## config.mk

```make
export PLATFORM = sky130hd
export DESIGN_NAME = rounded_frame_stroke_pixel_shader
export DESIGN_NICKNAME = d
export VERILOG_FILES = /design/src/rtl/core/rfs_pkg.sv /design/src/rtl/core/rounded_frame_stroke_pixel_shader.sv /design/src/rtl/core/rfs_geom.sv /design/src/rtl/core/rfs_sqrt.sv /design/src/rtl/core/rfs_shade.sv
export SDC_FILE = /design/constraint.sdc
export NUM_CORES = 2
export LEC_CHECK = 0
export BUFFER_PORTS_ARGS = -buffer_cell sky130_fd_sc_hd__buf_2
export CORE_ASPECT_RATIO = 0.6
export CORE_MARGIN = 8
export CORE_UTILIZATION = 54
export CTS_CLUSTER_DIAMETER = 100
export DETAILED_ROUTE_END_ITERATION = 10
export GPL_TIMING_DRIVEN = 0
export PLACE_DENSITY = 0.76
export SLEW_MARGIN = 40
export SYNTH_ARGS = -nofsm -noshare
export SYNTH_HDL_FRONTEND = slang
export SYNTH_HIERARCHICAL = 1
export SYNTH_SLANG_ARGS = --single-unit
export TNS_END_PERCENT = 100
```

## constraint.sdc

```tcl
create_clock -name clk -period 12.7 [get_ports clk]
set_input_delay 1.27 -clock clk [delete_from_list [all_inputs] [get_ports clk]]
set_output_delay 1.27 -clock clk [all_outputs]
set_load 0.02 [all_outputs]
```

## src/rtl/core/rfs_pkg.sv

```systemverilog
// ----------------------------------------------------------------------------
// rfs_pkg: shared types and constants of the rounded frame stroke shader
// Register map, control group carried down the pipeline, dither table.
// ----------------------------------------------------------------------------
package rfs_pkg;

  localparam int WC_BITS        = 10;
  localparam int HC_BITS        = 9;
  localparam int COLOR_BITS     = 24;
  localparam int CHAN_BITS      = 8;
  localparam int CFG_INDEX_BITS = 3;
  localparam int CFG_DATA_BITS  = 24;

  localparam int RADIUS_SCALE   = 3;
  localparam int RADICAND_SHIFT = 6;
  localparam int DIST_SHIFT     = 3;
  localparam int REACH16        = 48;
  localparam int A16_MAX        = 16;
  localparam int A16_BITS       = 5;
  localparam int DITHER_PERIOD  = 40;
  localparam int REM_BITS       = 7;

  localparam logic [WC_BITS-1:0] WIDTH_CELLS_RESET  = WC_BITS'(80);
  localparam logic [HC_BITS-1:0] HEIGHT_CELLS_RESET = HC_BITS'(24);

  typedef enum logic [CFG_INDEX_BITS-1:0] {
    REG_WIDTH_CELLS   = 3'd0,
    REG_HEIGHT_CELLS  = 3'd1,
    REG_ROUND_CORNERS = 3'd2,
    REG_DITHER_ENABLE = 3'd3,
    REG_STROKE_COLOR  = 3'd4,
    REG_ACCENT_COLOR  = 3'd5
  } cfg_reg_t;

  typedef struct packed {
    logic valid;
    logic accent;
    logic blank;
  } ctl_t;

  localparam logic [3:0] BAYER4 [4][4] = '{
    '{4'd0,  4'd8,  4'd2,  4'd10},
    '{4'd12, 4'd4,  4'd14, 4'd6},
    '{4'd3,  4'd11, 4'd1,  4'd9},
    '{4'd15, 4'd7,  4'd13, 4'd5}
  };

endpackage

```

## src/rtl/core/rounded_frame_stroke_pixel_shader.sv

```systemverilog
// ----------------------------------------------------------------------------
// rounded_frame_stroke_pixel_shader: rounded frame stroke with ordered dither
// Shades one pixel per clock: rounded-box distance, coverage, dithered color.
//
// Input: pulse start with pixel_col/pixel_row; a transfer happens when start
// is high and busy is low. busy stays low, so a pixel may enter every cycle.
// Output: red, green, blue, alpha are valid for the one cycle in which done is
// high; the receiver takes every result and cannot stall the pipeline.
// Path from the start transfer to done: rfs_geom, then the rfs_sqrt root
// pipeline of square root width R = 2*ceil((D+4)/2), with D the widest of
// COORD_BITS+1 and the frame extents in bits, then rfs_shade.
// Throughput: one pixel per cycle, set by the two-bit-per-stage root pipeline.
// Configuration: cfg_valid/cfg_ready write channel, index selects the register
// (0 width_cells .. 5 accent_color); cfg_ready is always high. Write only when
// no pixel is in flight.
// Reset (rst, synchronous): clears all valid bits; width_cells 80,
// height_cells 24, other registers 0.
// ----------------------------------------------------------------------------
module rounded_frame_stroke_pixel_shader #(
  parameter int PIXELS_PER_COL = 8,
  parameter int PIXELS_PER_ROW = 16,
  parameter int COORD_BITS     = 12
) (
  input  logic                                 clk,
  input  logic                                 rst,
  input  logic                                 start,
  output logic                                 busy,
  input  logic [COORD_BITS-1:0]                pixel_col,
  input  logic [COORD_BITS-1:0]                pixel_row,
  output logic                                 done,
  output logic [rfs_pkg::CHAN_BITS-1:0]        red,
  output logic [rfs_pkg::CHAN_BITS-1:0]        green,
  output logic [rfs_pkg::CHAN_BITS-1:0]        blue,
  output logic [rfs_pkg::CHAN_BITS-1:0]        alpha,
  input  logic                                 cfg_valid,
  output logic                                 cfg_ready,
  input  logic [rfs_pkg::CFG_INDEX_BITS-1:0]   cfg_index,
  input  logic [rfs_pkg::CFG_DATA_BITS-1:0]    cfg_data
);

  localparam int PW_BITS   = rfs_pkg::WC_BITS + $clog2(PIXELS_PER_COL);
  localparam int PH_BITS   = rfs_pkg::HC_BITS + $clog2(PIXELS_PER_ROW);
  localparam int EXT_BITS  = (PW_BITS > PH_BITS) ? PW_BITS : PH_BITS;
  localparam int DB        = (COORD_BITS + 1 > EXT_BITS) ? COORD_BITS + 1 : EXT_BITS;
  localparam int ROOT_BITS = ((DB + 5) / 2) * 2;
  localparam int RB        = 2 * ROOT_BITS;
  localparam int CELL_SIDE = (PIXELS_PER_COL < PIXELS_PER_ROW) ? PIXELS_PER_COL
                                                               : PIXELS_PER_ROW;
  localparam int RAD_BITS  = $clog2(rfs_pkg::RADIUS_SCALE * CELL_SIDE + 1);
  localparam int SIDE_BITS = DB + 1 + RAD_BITS;

  logic [rfs_pkg::WC_BITS-1:0]    width_cells;
  logic [rfs_pkg::HC_BITS-1:0]    height_cells;
  logic                           round_corners;
  logic                           dither_enable;
  logic [rfs_pkg::COLOR_BITS-1:0] stroke_color;
  logic [rfs_pkg::COLOR_BITS-1:0] accent_color;

  assign cfg_ready = 1'b1;
  assign busy      = 1'b0;

  always_ff @(posedge clk) begin
    if (rst) begin
      width_cells   <= rfs_pkg::WIDTH_CELLS_RESET;
      height_cells  <= rfs_pkg::HEIGHT_CELLS_RESET;
      round_corners <= 1'b0;
      dither_enable <= 1'b0;
      stroke_color  <= '0;
      accent_color  <= '0;
    end else if (cfg_valid && cfg_ready) begin
      unique case (cfg_index)
        rfs_pkg::REG_WIDTH_CELLS:   width_cells   <= cfg_data[rfs_pkg::WC_BITS-1:0];
        rfs_pkg::REG_HEIGHT_CELLS:  height_cells  <= cfg_data[rfs_pkg::HC_BITS-1:0];
        rfs_pkg::REG_ROUND_CORNERS: round_corners <= cfg_data[0];
        rfs_pkg::REG_DITHER_ENABLE: dither_enable <= cfg_data[0];
        rfs_pkg::REG_STROKE_COLOR:  stroke_color  <= cfg_data[rfs_pkg::COLOR_BITS-1:0];
        rfs_pkg::REG_ACCENT_COLOR:  accent_color  <= cfg_data[rfs_pkg::COLOR_BITS-1:0];
        default: begin
        end
      endcase
    end
  end

  rfs_pkg::ctl_t        geo_ctl;
  logic [RB-1:0]        geo_radicand;
  logic signed [DB:0]   geo_inside;
  logic [RAD_BITS-1:0]  geo_rad2;
  logic [SIDE_BITS-1:0] geo_side;

  rfs_geom #(
    .PIXELS_PER_COL (PIXELS_PER_COL),
    .PIXELS_PER_ROW (PIXELS_PER_ROW),
    .COORD_BITS     (COORD_BITS),
    .DB             (DB),
    .RB             (RB),
    .RAD_BITS       (RAD_BITS)
  ) u_geom (
    .clk           (clk),
    .rst           (rst),
    .start         (start && !busy),
    .pixel_col     (pixel_col),
    .pixel_row     (pixel_row),
    .width_cells   (width_cells),
    .height_cells  (height_cells),
    .round_corners (round_corners),
    .dither_enable (dither_enable),
    .ctl           (geo_ctl),
    .radicand      (geo_radicand),
    .inner         (geo_inside),
    .rad2          (geo_rad2)
  );

  assign geo_side = {geo_inside, geo_rad2};

  rfs_pkg::ctl_t        sq_ctl;
  logic [ROOT_BITS-1:0] sq_root;
  logic [SIDE_BITS-1:0] sq_side;
  logic signed [DB:0]   sq_inside;
  logic [RAD_BITS-1:0]  sq_rad2;

  rfs_sqrt #(
    .ROOT_BITS (ROOT_BITS),
    .SIDE_BITS (SIDE_BITS)
  ) u_sqrt (
    .clk      (clk),
    .rst      (rst),
    .ctl_in   (geo_ctl),
    .radicand (geo_radicand),
    .side_in  (geo_side),
    .ctl_out  (sq_ctl),
    .root     (sq_root),
    .side_out (sq_side)
  );

  assign sq_inside = $signed(sq_side[SIDE_BITS-1 -: DB+1]);
  assign sq_rad2   = sq_side[RAD_BITS-1:0];

  rfs_shade #(
    .ROOT_BITS (ROOT_BITS),
    .DB        (DB),
    .RAD_BITS  (RAD_BITS)
  ) u_shade (
    .clk          (clk),
    .rst          (rst),
    .ctl          (sq_ctl),
    .root         (sq_root),
    .inner        (sq_inside),
    .rad2         (sq_rad2),
    .stroke_color (stroke_color),
    .accent_color (accent_color),
    .red          (red),
    .green        (green),
    .blue         (blue),
    .alpha        (alpha),
    .done         (done)
  );

endmodule

```

## src/rtl/core/rfs_geom.sv

```systemverilog
// ----------------------------------------------------------------------------
// rfs_geom: frame geometry and dither front end
// Five stages: box extents and radius, edge offsets, excess and inside term,
// squares, radicand; the dither decision runs alongside.
// ----------------------------------------------------------------------------
module rfs_geom #(
  parameter int PIXELS_PER_COL = 8,
  parameter int PIXELS_PER_ROW = 16,
  parameter int COORD_BITS     = 12,
  parameter int DB             = 13,
  parameter int RB             = 36,
  parameter int RAD_BITS       = 8
) (
  input  logic                               clk,
  input  logic                               rst,
  input  logic                               start,
  input  logic [COORD_BITS-1:0]              pixel_col,
  input  logic [COORD_BITS-1:0]              pixel_row,
  input  logic [rfs_pkg::WC_BITS-1:0]        width_cells,
  input  logic [rfs_pkg::HC_BITS-1:0]        height_cells,
  input  logic                               round_corners,
  input  logic                               dither_enable,
  output rfs_pkg::ctl_t                      ctl,
  output logic [RB-1:0]                      radicand,
  output logic signed [DB:0]                 inner,
  output logic [RAD_BITS-1:0]                rad2
);

  localparam int PW_BITS    = rfs_pkg::WC_BITS + $clog2(PIXELS_PER_COL);
  localparam int PH_BITS    = rfs_pkg::HC_BITS + $clog2(PIXELS_PER_ROW);
  localparam int EXT_BITS   = (PW_BITS > PH_BITS) ? PW_BITS : PH_BITS;
  localparam int SW         = DB + 1;
  localparam int SQ         = 2 * DB;
  localparam int SB         = COORD_BITS + 1;
  localparam int RK         = SB + 6;
  localparam int RECIP      = (2 ** RK) / rfs_pkg::DITHER_PERIOD;
  localparam int PRODW      = 2 * SB + 1;
  localparam int CELL_SIDE  = (PIXELS_PER_COL < PIXELS_PER_ROW) ? PIXELS_PER_COL
                                                                : PIXELS_PER_ROW;
  localparam int RAD_MAX    = rfs_pkg::RADIUS_SCALE * CELL_SIDE;

  // stage 1
  logic [PW_BITS-1:0]    pw;
  logic [PH_BITS-1:0]    ph;
  logic [EXT_BITS-1:0]   ext_min;
  logic [RAD_BITS-1:0]   rad2_next;
  logic                  s1_valid;
  logic                  s1_blank;
  logic [COORD_BITS-1:0] s1_x;
  logic [COORD_BITS-1:0] s1_y;
  logic [PW_BITS-1:0]    s1_ext_w;
  logic [PH_BITS-1:0]    s1_ext_h;
  logic [RAD_BITS-1:0]   s1_rad2;

  assign pw = PW_BITS'(width_cells) * PW_BITS'(PIXELS_PER_COL);
  assign ph = PH_BITS'(height_cells) * PH_BITS'(PIXELS_PER_ROW);

  always_comb begin
    logic [EXT_BITS-1:0] ew;
    logic [EXT_BITS-1:0] eh;
    ew = EXT_BITS'(pw - PW_BITS'(1));
    eh = EXT_BITS'(ph - PH_BITS'(1));
    ext_min = (ew < eh) ? ew : eh;
    if (!round_corners) begin
      rad2_next = '0;
    end else if (ext_min >= EXT_BITS'(RAD_MAX + 2)) begin
      rad2_next = RAD_BITS'(RAD_MAX);
    end else if (ext_min > EXT_BITS'(2)) begin
      rad2_next = RAD_BITS'(ext_min - EXT_BITS'(2));
    end else begin
      rad2_next = '0;
    end
  end

  always_ff @(posedge clk) begin
    if (rst) begin
      s1_valid <= 1'b0;
    end else begin
      s1_valid <= start;
    end
    s1_blank <= (width_cells == '0) || (height_cells == '0);
    s1_x     <= pixel_col;
    s1_y     <= pixel_row;
    s1_ext_w <= pw - PW_BITS'(1);
    s1_ext_h <= ph - PH_BITS'(1);
    s1_rad2  <= rad2_next;
  end

  // stage 2
  logic signed [SW-1:0] dx;
  logic signed [SW-1:0] dy;
  logic                 s2_valid;
  logic                 s2_blank;
  logic [DB-1:0]        s2_ax;
  logic [DB-1:0]        s2_ay;
  logic [DB-1:0]        s2_bw;
  logic [DB-1:0]        s2_bh;
  logic [RAD_BITS-1:0]  s2_rad2;
  logic [SB-1:0]        s2_sum;
  logic [3:0]           s2_bay;

  assign dx = $signed(SW'({s1_x, 1'b0})) - $signed(SW'(s1_ext_w));
  assign dy = $signed(SW'({s1_y, 1'b0})) - $signed(SW'(s1_ext_h));

  always_ff @(posedge clk) begin
    if (rst) begin
      s2_valid <= 1'b0;
    end else begin
      s2_valid <= s1_valid;
    end
    s2_blank <= s1_blank;
    s2_ax    <= DB'((dx < 0) ? -dx : dx);
    s2_ay    <= DB'((dy < 0) ? -dy : dy);
    s2_bw    <= DB'(s1_ext_w) - DB'(s1_rad2);
    s2_bh    <= DB'(s1_ext_h) - DB'(s1_rad2);
    s2_rad2  <= s1_rad2;
    s2_sum   <= SB'(s1_x) + SB'(s1_y);
    s2_bay   <= rfs_pkg::BAYER4[s1_x[1:0]][s1_y[1:0]];
  end

  // stage 3
  logic signed [SW-1:0] qx;
  logic signed [SW-1:0] qy;
  logic signed [SW-1:0] qmax;
  logic [PRODW-1:0]     prod;
  logic                 s3_valid;
  logic                 s3_blank;
  logic [DB-1:0]        s3_ox;
  logic [DB-1:0]        s3_oy;
  logic signed [SW-1:0] s3_inside;
  logic [RAD_BITS-1:0]  s3_rad2;
  logic [SB-1:0]        s3_sum;
  logic [SB-1:0]        s3_q;
  logic [3:0]           s3_bay;

  assign qx   = $signed({1'b0, s2_ax}) - $signed({1'b0, s2_bw});
  assign qy   = $signed({1'b0, s2_ay}) - $signed({1'b0, s2_bh});
  assign qmax = (qx > qy) ? qx : qy;
  assign prod = PRODW'(s2_sum) * PRODW'(RECIP);

  always_ff @(posedge clk) begin
    if (rst) begin
      s3_valid <= 1'b0;
    end else begin
      s3_valid <= s2_valid;
    end
    s3_blank  <= s2_blank;
    s3_ox     <= (qx > 0) ? DB'(qx) : '0;
    s3_oy     <= (qy > 0) ? DB'(qy) : '0;
    s3_inside <= (qmax > 0) ? '0 : qmax;
    s3_rad2   <= s2_rad2;
    s3_sum    <= s2_sum;
    s3_q      <= SB'(prod >> RK);
    s3_bay    <= s2_bay;
  end

  // stage 4
  logic                          s4_valid;
  logic                          s4_blank;
  logic [SQ-1:0]                 s4_sqx;
  logic [SQ-1:0]                 s4_sqy;
  logic signed [SW-1:0]          s4_inside;
  logic [RAD_BITS-1:0]           s4_rad2;
  logic [rfs_pkg::REM_BITS-1:0]  s4_rem;
  logic [3:0]                    s4_bay;

  always_ff @(posedge clk) begin
    if (rst) begin
      s4_valid <= 1'b0;
    end else begin
      s4_valid <= s3_valid;
    end
    s4_blank  <= s3_blank;
    s4_sqx    <= SQ'(s3_ox) * SQ'(s3_ox);
    s4_sqy    <= SQ'(s3_oy) * SQ'(s3_oy);
    s4_inside <= s3_inside;
    s4_rad2   <= s3_rad2;
    s4_rem    <= rfs_pkg::REM_BITS'(s3_sum - s3_q * SB'(rfs_pkg::DITHER_PERIOD));
    s4_bay    <= s3_bay;
  end

  // stage 5
  logic [5:0] phase;
  logic [7:0] lhs;
  logic [7:0] odd;
  logic [7:0] thr;

  assign phase = (s4_rem >= rfs_pkg::REM_BITS'(rfs_pkg::DITHER_PERIOD))
               ? 6'(s4_rem - rfs_pkg::REM_BITS'(rfs_pkg::DITHER_PERIOD))
               : 6'(s4_rem);
  assign lhs   = {phase, 2'b00};
  assign odd   = {3'b000, s4_bay, 1'b1};
  assign thr   = (odd << 2) + odd;

  always_ff @(posedge clk) begin
    if (rst) begin
      ctl <= '0;
    end else begin
      ctl.valid  <= s4_valid;
      ctl.accent <= dither_enable && (lhs > thr);
      ctl.blank  <= s4_blank;
    end
    radicand <= (RB'(s4_sqx) + RB'(s4_sqy)) << rfs_pkg::RADICAND_SHIFT;
    inner    <= s4_inside;
    rad2     <= s4_rad2;
  end

endmodule

```

## src/rtl/core/rfs_sqrt.sv

```systemverilog
// ----------------------------------------------------------------------------
// rfs_sqrt: pipelined integer square root
// Restoring digit recurrence, two result bits per stage, side data carried.
// ----------------------------------------------------------------------------
module rfs_sqrt #(
  parameter int ROOT_BITS = 18,
  parameter int SIDE_BITS = 22
) (
  input  logic                     clk,
  input  logic                     rst,
  input  rfs_pkg::ctl_t            ctl_in,
  input  logic [2*ROOT_BITS-1:0]   radicand,
  input  logic [SIDE_BITS-1:0]     side_in,
  output rfs_pkg::ctl_t            ctl_out,
  output logic [ROOT_BITS-1:0]     root,
  output logic [SIDE_BITS-1:0]     side_out
);

  localparam int RB     = 2 * ROOT_BITS;
  localparam int RW     = ROOT_BITS + 3;
  localparam int STAGES = ROOT_BITS / 2;

  rfs_pkg::ctl_t        ctl_q  [STAGES];
  logic [RW-1:0]        rem_q  [STAGES];
  logic [ROOT_BITS-1:0] root_q [STAGES];
  logic [RB-1:0]        rad_q  [STAGES];
  logic [SIDE_BITS-1:0] side_q [STAGES];

  for (genvar i = 0; i < STAGES; i++) begin : g_stage
    rfs_pkg::ctl_t        ctl_in_s;
    logic [RW-1:0]        rem_in;
    logic [ROOT_BITS-1:0] root_in;
    logic [RB-1:0]        rad_in;
    logic [SIDE_BITS-1:0] side_in_s;
    logic [RW-1:0]        rem_next;
    logic [ROOT_BITS-1:0] root_next;
    logic [RB-1:0]        rad_next;

    if (i == 0) begin : g_first
      assign ctl_in_s  = ctl_in;
      assign rem_in    = '0;
      assign root_in   = '0;
      assign rad_in    = radicand;
      assign side_in_s = side_in;
    end else begin : g_rest
      assign ctl_in_s  = ctl_q[i-1];
      assign rem_in    = rem_q[i-1];
      assign root_in   = root_q[i-1];
      assign rad_in    = rad_q[i-1];
      assign side_in_s = side_q[i-1];
    end

    always_comb begin
      logic [RW-1:0] acc;
      logic [RW-1:0] trial;
      rem_next  = rem_in;
      root_next = root_in;
      rad_next  = rad_in;
      for (int k = 0; k < 2; k++) begin
        acc   = {rem_next[RW-3:0], rad_next[RB-1 -: 2]};
        trial = RW'({root_next, 2'b01});
        if (acc >= trial) begin
          rem_next  = acc - trial;
          root_next = {root_next[ROOT_BITS-2:0], 1'b1};
        end else begin
          rem_next  = acc;
          root_next = {root_next[ROOT_BITS-2:0], 1'b0};
        end
        rad_next = {rad_next[RB-3:0], 2'b00};
      end
    end

    always_ff @(posedge clk) begin
      if (rst) begin
        ctl_q[i] <= '0;
      end else begin
        ctl_q[i] <= ctl_in_s;
      end
      rem_q[i]  <= rem_next;
      root_q[i] <= root_next;
      rad_q[i]  <= rad_next;
      side_q[i] <= side_in_s;
    end
  end

  assign ctl_out  = ctl_q[STAGES-1];
  assign root     = root_q[STAGES-1];
  assign side_out = side_q[STAGES-1];

endmodule

```

## src/rtl/core/rfs_shade.sv

```systemverilog
// ----------------------------------------------------------------------------
// rfs_shade: distance to coverage and color
// Two stages: signed distance and clamped coverage, then alpha and color.
// ----------------------------------------------------------------------------
module rfs_shade #(
  parameter int ROOT_BITS = 18,
  parameter int DB        = 13,
  parameter int RAD_BITS  = 8
) (
  input  logic                                clk,
  input  logic                                rst,
  input  rfs_pkg::ctl_t                       ctl,
  input  logic [ROOT_BITS-1:0]                root,
  input  logic signed [DB:0]                  inner,
  input  logic [RAD_BITS-1:0]                 rad2,
  input  logic [rfs_pkg::COLOR_BITS-1:0]      stroke_color,
  input  logic [rfs_pkg::COLOR_BITS-1:0]      accent_color,
  output logic [rfs_pkg::CHAN_BITS-1:0]       red,
  output logic [rfs_pkg::CHAN_BITS-1:0]       green,
  output logic [rfs_pkg::CHAN_BITS-1:0]       blue,
  output logic [rfs_pkg::CHAN_BITS-1:0]       alpha,
  output logic                                done
);

  localparam int DW = ROOT_BITS + 3;

  logic signed [DW-1:0]          ins_ext;
  logic signed [DW-1:0]          sdist;
  logic [DW-1:0]                 mag;
  logic [rfs_pkg::A16_BITS-1:0]  a16_next;
  rfs_pkg::ctl_t                 ctl_a;
  logic [rfs_pkg::A16_BITS-1:0]  a16;

  assign ins_ext = DW'(inner);
  assign sdist   = $signed({3'b000, root}) + (ins_ext <<< rfs_pkg::DIST_SHIFT)
                 - $signed(DW'({rad2, 3'b000}));
  assign mag     = (sdist < 0) ? DW'(-sdist) : DW'(sdist);

  always_comb begin
    if (mag >= DW'(rfs_pkg::REACH16)) begin
      a16_next = '0;
    end else if (mag <= DW'(rfs_pkg::REACH16 - rfs_pkg::A16_MAX)) begin
      a16_next = rfs_pkg::A16_BITS'(rfs_pkg::A16_MAX);
    end else begin
      a16_next = rfs_pkg::A16_BITS'(DW'(rfs_pkg::REACH16) - mag);
    end
  end

  always_ff @(posedge clk) begin
    if (rst) begin
      ctl_a <= '0;
    end else begin
      ctl_a <= ctl;
    end
    a16 <= a16_next;
  end

  logic [12:0]                    scaled;
  logic                           covered;
  logic [rfs_pkg::COLOR_BITS-1:0] color;

  assign scaled  = {a16, 8'b0} - 13'(a16);
  assign covered = (a16 != '0) && !ctl_a.blank;
  assign color   = ctl_a.accent ? accent_color : stroke_color;

  always_ff @(posedge clk) begin
    if (rst) begin
      done <= 1'b0;
    end else begin
      done <= ctl_a.valid;
    end
    red   <= covered ? color[23:16] : '0;
    green <= covered ? color[15:8] : '0;
    blue  <= covered ? color[7:0] : '0;
    alpha <= covered ? rfs_pkg::CHAN_BITS'(scaled >> 4) : '0;
  end

endmodule
```

### Yosys cells after proc, flatten, opt, wreduce, memory -nomap -nowiden

Memory sizes are Yosys's and may differ from the RTL's. A register that Yosys moved wholly into a read port is not among the register bits.
Cells that the tools add are included.

| operators by class | value |
|---|---|
| multiply operators | 4 |
| add/subtract/negate cells | 39 |
| div/mod/pow operators | 0 |
| reduce and logical (&&, ||, !) cells | 16 |
| multiplexer cells | 64 |
| bitwise gates (word level) | 13 |
| shift-type cells | 0 |
| equality and inequality tests | 5 |
| $lt $le $gt $ge | 34 |

Operators with widths:

| kind | count |
|---|---|
| $ge 21x20->1 | 16 |
| $mux 21 | 10 |
| $mux 19 | 9 |
| $sub 21x20->21 | 8 |
| $sub 19x19->19 | 8 |
| $sub 13x13->14 | 4 |
| $mul 13x13->26 | 2 |
| $gt 14x1->1 const B | 3 |
| $mux 13 | 3 |
| $bmux 16 s2 | 1 |
| $mux 16 | 2 |
| $lt 14x1->1 const B | 2 |
| $add 26x26->27 | 1 |
| $mul 13x14->27 const B | 1 |
| $mux 3 | 9 |
| $neg 13->13 | 2 |
| $sub 13x1->13 const B | 2 |
| $sub 13x5->13 | 2 |
| $mux 24 | 1 |
| $ge 21x3->1 | 1 |
| $ge 21x6->1 const B | 1 |
| $le 21x6->1 const B | 1 |
| $lt 21x1->1 const B | 1 |
| $mux 1 | 21 |
| other kinds (42) | 64 |

| storage, ports and cells | value |
|---|---|
| bits in latches | 0 |
| output and inout bits | 35 |
| word-level logic and storage cells | 233 |
| bits in writable memories | 837 |
| register bits | 442 |
| memories kept | 5 |
| ROM bits | 0 |

Memory list:

| memory | depth | width | read ports | clocked after memory_dff | write ports | line | source |
|---|---|---|---|---|---|---|---|
| u_sqrt.rad_q | 9 | 32 | 8 | 0 | 9 | rfs_sqrt.sv:26 | `logic [RB-1:0] rad_q [STAGES];` |
| u_sqrt.rem_q | 9 | 21 | 8 | 0 | 9 | rfs_sqrt.sv:24 | `logic [RW-1:0] rem_q [STAGES];` |
| u_sqrt.side_q | 9 | 19 | 9 | 0 | 9 | rfs_sqrt.sv:27 | `logic [SIDE_BITS-1:0] side_q [STAGES];` |
| u_sqrt.root_q | 9 | 18 | 9 | 0 | 9 | rfs_sqrt.sv:25 | `logic [ROOT_BITS-1:0] root_q [STAGES];` |
| u_sqrt.ctl_q | 9 | 3 | 9 | 1 | 9 | rfs_sqrt.sv:23 | `rfs_pkg::ctl_t ctl_q [STAGES];` |

### Longest topological paths before layout

| depth | value |
|---|---|
| depth in word-level cells | 7 |
| gate-level depth with buffers | 24 |
| gate-level depth less buffers | 23 |

### Cells and area by module

The synthesis kept the hierarchy.

By module, submodules not included:

| module | sequential area each (um^2) | cells each | times used | area an instance (um^2) |
|---|---|---|---|---|
| rfs_sqrt | 11,511.0 | 2,588 | 1 | 24,736.2 |
| rfs_geom | 5,985.7 | 2,490 | 1 | 23,413.7 |
| rfs_shade | 820.8 | 440 | 1 | 3,492.1 |
| rounded_frame_stroke_pixel_shader | 1,381.3 | 265 | 1 | 2,861.5 |

### Worst setup path after synthesis

No wires, ideal clock.

| timing path | value |
|---|---|
| path type | reg2reg |
| from | register u_geom.s3_oy[12] |
| to | register u_geom.s4_sqy[20] |
| stages on the path, launching flop included | 23 |
| setup slack | 7.413 ns |
| arrival | 5.215 ns |
| library setup time | 0.072 ns |
| path buffers | 1 |
| data required time | 12.628 ns |
| path through | dfxtp_1 -> clkbuf_1 -> and2_1 -> inv_1 -> fa_1 -> inv_1 -> fa_1 -> inv_1 -> fa_1 -> inv_1 -> fa_1 -> inv_1 -> fa_1 -> inv_1 -> ha_1 -> nand2_1 -> nor2_1 -> o211ai_1 -> a31oi_1 -> or4_1 -> a31o_1 -> a21oi_1 -> xnor2_1 |

| between the ends | value |
|---|---|
| longest elaborated chain between the ends | 1 |

Ends and longest elaborated chain:

| element | line | source |
|---|---|---|
| start: declaration | rfs_geom.sv:129 | `logic [DB-1:0] s3_oy;` |
| start signal: assignment | rfs_geom.sv:149 | `s3_oy <= (qy > 0) ? DB'(qy) : '0;` |
| $mul 13x13->26 | rfs_geom.sv:175 | `s4_sqy <= SQ'(s3_oy) * SQ'(s3_oy);` |
| end signal: assignment | rfs_geom.sv:175 |  |
| end: declaration | rfs_geom.sv:161 | `logic [SQ-1:0] s4_sqy;` |

No other way between the ends.
A chain may end at the register's enable or synchronous reset.

==> results.md <==
- WP data arrival: 7630 ps
- Largest net degree at the start of global routing: 27
- Final min period: ~7200 ps
- Synth Area in XOR/XNOR: about 6.3%
- Largest family of logic cells by synthesized area: adder cells
- Initial Util: around 54%
- Tightest Pin Transition: 926 ps
- Initial antenna violation count: 8
- Worst R2R Start: u_sqrt/root_q[0][57]
- CORE AREA: around 100000 um^2
- Hold path start: u_sqrt/side_q[0][127]
- Routed len/inst: 17.6 um
- M3 GR Usage: under 10%
- EDFF count, synth: 0
- Die Width: roughly 430 um
- Count of final max-slew check failures: 0
- Biggest area consumer among synthesized cells: dfxtp_1
- Final worst path period share: a little under three fifths
- Largest delay share family, worst path: compound AO/OA/AOI/OAI gates
- Worst Path Buf+Inv: 6
- Die Span Y: 262 um
- Root buffer cell: clkbuf_16
- CP max FO: 10
- DRC errors left: 0
- Post_cts resized: 0
- Post-DP HPWL: roughly 100 mm
- Clock Latency Late Sink: roughly 700 ps
- Reg2reg end: u_sqrt/rem_q[0][112]
- Number of cell rows: 90
- RSZ-0062 raised after global routing: no
- Maximum clock frequency: between 100 and 150 MHz
- Total area of sequential cells: 19700 um^2
- Area of the multi-input gates: 31200 um^2
- Overall routing resource usage: between 20% and 30%
- CP peak stage delay: 650 ps
- #FFs+latches synth: 984
- H-tree Lvls: 3
- Postcts setup bufs: 0
- Initial drt markers: 3411
- Distinct cells, synth: 122
- Area Overhead vs Synth: 9.50%
- Num CTS Buffers: 84
- Share of cells above drive strength 1: roughly 7%
- Slowest cell on crit path: nor4b_2
- Worst setup SP type: flip-flop
- CTS tree: yes
- Worst Path Required: ~13000 ps
- Clock-pin slew on the worst setup and hold paths: 70 ps
- Overflow after GRT: 0
- Met2 usage: around 32%
- First-pass GRT wire length: approximately 210 mm
- Setup_tns: 0 ps
- Final nets: a little under 7k
- Synthesized instance count: a little under 6k
- Post-synthesis compound-gate area fraction: 12.6%
- Hold_buf cts: 0
- Simple-gate share of the synthesized area: between 10 and 15%
- Async SR Flop Fraction: 0%
- GR peak layer: met1
- Ys flop type: dfxtp_1
- Avg Synthesized Cell Area: approximately 9.4 um^2
- Yosys warning count: 6
- Mux contribution to synthesized area: 2.61%
- Final WL: approximately 130 mm
- CP Capture Type: flip-flop
- Fill cells: roughly 8.5k
- Adder-Cell Fraction of Synth Area: between 20% and 30%
- CTS Buffer Depth: 3
- Synthesized area: ~55000 um^2
- Die Footprint: 112000 um^2
- DRT antenna net count: 0
- GP Congestion: roughly 0.95
- Average vias per placed instance: 5.45
- Reg2Reg Depth: 22
- Hold Path Depth: 0
- Area contributors post-synth: dfxtp_1 (36%), ha_1 (12%), fa_1 (9.0%)
- Pre-antenna DRT Iters: 6
- Slew margin rel.: around two fifths
- I/O Buffers: 87
- Hold crit path type: reg -> reg
- Number of hold violations in the final report: 0
- I/O pins: 90
- CTS sink cnt: ~1000
- CP cell instances: inv_1, ha_1, o21ai_1, a22oi_1, a21oi_1, nand3_1, inv_1, clkbuf_1, buf_1, nand2_1, o31ai_1, ha_1, clkbuf_1, a21o_1, a21o_1, a21oi_1, o21ai_0, a311oi_1, o21ai_0, nor4b_2, clkbuf_1, o21ai_0
- Area share of the largest cell type after synthesis: around 36%
- Final setup vio count: 0
- Vias post-DR: approximately 40k
- Global routing usage on met1: about a third
- Max Cap Viol: 0
- Seq/Total Area, Yosys: 36.1%
- Layout Skew: 30.1 ps
- CP Class: reg -> reg
- Status: finished clean
- R2R Setup Slk: 5530 ps
- Number of global-route vias before repair: roughly 40k
- Worst hold endpoint: u_sqrt/side_q[0][146]
## state kept, by name, indices dropped and copies added (netlist names), 10 cells and up
register	flops
accent_color	24
stroke_color	24
u_geom/inner	14
u_geom/radicand	27
u_geom/s1_ext_w	10
u_geom/s1_x	12
u_geom/s1_y	12
u_geom/s2_ax	12
u_geom/s2_ay	12
u_geom/s2_bh	11
u_geom/s2_bw	10
u_geom/s2_sum	13
u_geom/s3_inside	14
u_geom/s3_ox	13
u_geom/s3_oy	13
u_geom/s4_inside	14
u_geom/s4_sqx	25
u_geom/s4_sqy	25
u_sqrt/ctl_q	27
u_sqrt/rad_q	144
u_sqrt/rem_q	143
u_sqrt/root_q	90
u_sqrt/side_q	171
width_cells	10
## worst max path at each step
stage / startpoint / end / depth (start not counted)
after detailed placement: u_sqrt/root_q[0][57] / u_sqrt/rem_q[0][112] / 22
after floorplan: u_geom/s3_oy[12] / u_geom/s4_sqy[20] / 22
after CTS: u_sqrt/root_q[0][57] / u_sqrt/rem_q[0][112] / 22
after global routing: u_sqrt/root_q[0][57] / u_sqrt/rem_q[0][112] / 22
after global placement: u_sqrt/root_q[0][63] / u_sqrt/rem_q[0][112] / 22
final: u_sqrt/root_q[0][57] / u_sqrt/rem_q[0][112] / 22
## routing by layer
layer	wire length (um)	vias up	share of wire (%)
li1	-	19744	-
met1	64200	18885	49
met2	51100	1415	39
met3	12300	170	9.5
met4	2240	4	1.7
met5	29	-	0.022
## logic make-up after synthesis
family                   count (synthesis)
XOR/XNOR                               388
other                                    4
multiplexers                           138
buffers and inverters                  938
flip-flops                             984
adder cells (fa/ha/maj)                775
AO/OA/AOI/OAI                         1032
AND/OR/NAND/NOR                       1524
## stage by stage
| stage | cell area, um^2 | hold slack [ps] | util, % | instances | setup WS (ps) |
|---|---|---|---|---|---|
| 4_1_cts | 59700 | 314 | 59.5 | 7370 | 5770 |
| 5_1_grt | 59700 | 319 | 59.5 | 7370 | 5050 |
| 2_1_floorplan | 54500 | 310 | - | 5794 | 7410 |
| 3_5_place_dp | 56700 | 312 | 56.5 | 7215 | 5810 |
| 6_report | 59700 | 309 | 59.5 | 7373 | 5530 |
| 3_3_place_gp | 56600 | 310 | 56.5 | 7215 | 5920 |
## cells in the final DEF (no fill, tap or decap), types with 23 or more instances in the layout
master | Yosys | layout
a211oi_1 | 32 | 32
a21o_1 | 118 | 118
a21oi_1 | 319 | 318
a31oi_1 | 30 | 30
and2_1 | 77 | 77
and3_1 | 41 | 41
buf_2 | 19 | 106
clkbuf_1 | 89 | 97
clkbuf_16 | 0 | 84
dfxtp_1 | 984 | 984
fa_1 | 245 | 245
ha_1 | 530 | 530
inv_1 | 797 | 797
mux2_2 | 23 | 23
mux2i_1 | 113 | 113
nand2_1 | 356 | 356
nand2b_1 | 135 | 135
nand3_1 | 78 | 78
nand4_1 | 43 | 43
nor2_1 | 385 | 385
nor2b_1 | 86 | 86
nor3_1 | 84 | 83
nor4_1 | 46 | 46
o211ai_1 | 29 | 29
o21a_1 | 53 | 53
o21ai_0 | 172 | 172
o21bai_1 | 30 | 30
o31ai_1 | 39 | 39
or2_2 | 29 | 29
or3_1 | 35 | 35
xnor2_1 | 244 | 244
xor2_1 | 142 | 142
## cell type report
class / count / share of cell area, %
antenna: 3 / 0.0126
clock buffer: 107 / 3.92
tap: 1334 / 2.80
timing repair buffer: 87 / 0.730
clock inverter: 48 / 1.11
buffer: 138 / 1.10
inverter: 800 / 5.03
sequential: 984 / 33.0
multi-input combinational: 3872 / 52.3
## cell usage after synthesis, types with 14 or more instances
cell type    n
or2_2       29
dfxtp_1    984
a21o_1     118
nor2_1     385
mux2_2      23
o21bai_1    30
nand3_1     78
nand2b_1   135
nor4_1      46
and4_1      14
o21ai_0    172
buf_4       18
xor2_1     142
inv_1      797
clkbuf_1    89
a21oi_1    319
o21ai_1     18
and3_1      41
a31oi_1     30
nand4_1     43
a211oi_1    32
o211ai_1    29
nor3_1      84
o21a_1      53
buf_2       19
or3_1       35
mux2i_1    113
fa_1       245
o31ai_1     39
nand2_1    356
and2_1      77
ha_1       530
xnor2_1    244
nor2b_1     86
nand4b_1    17
Power is not shown: default switching activity piles up to over one toggle a cycle in this logic, so the estimate is an artifact.
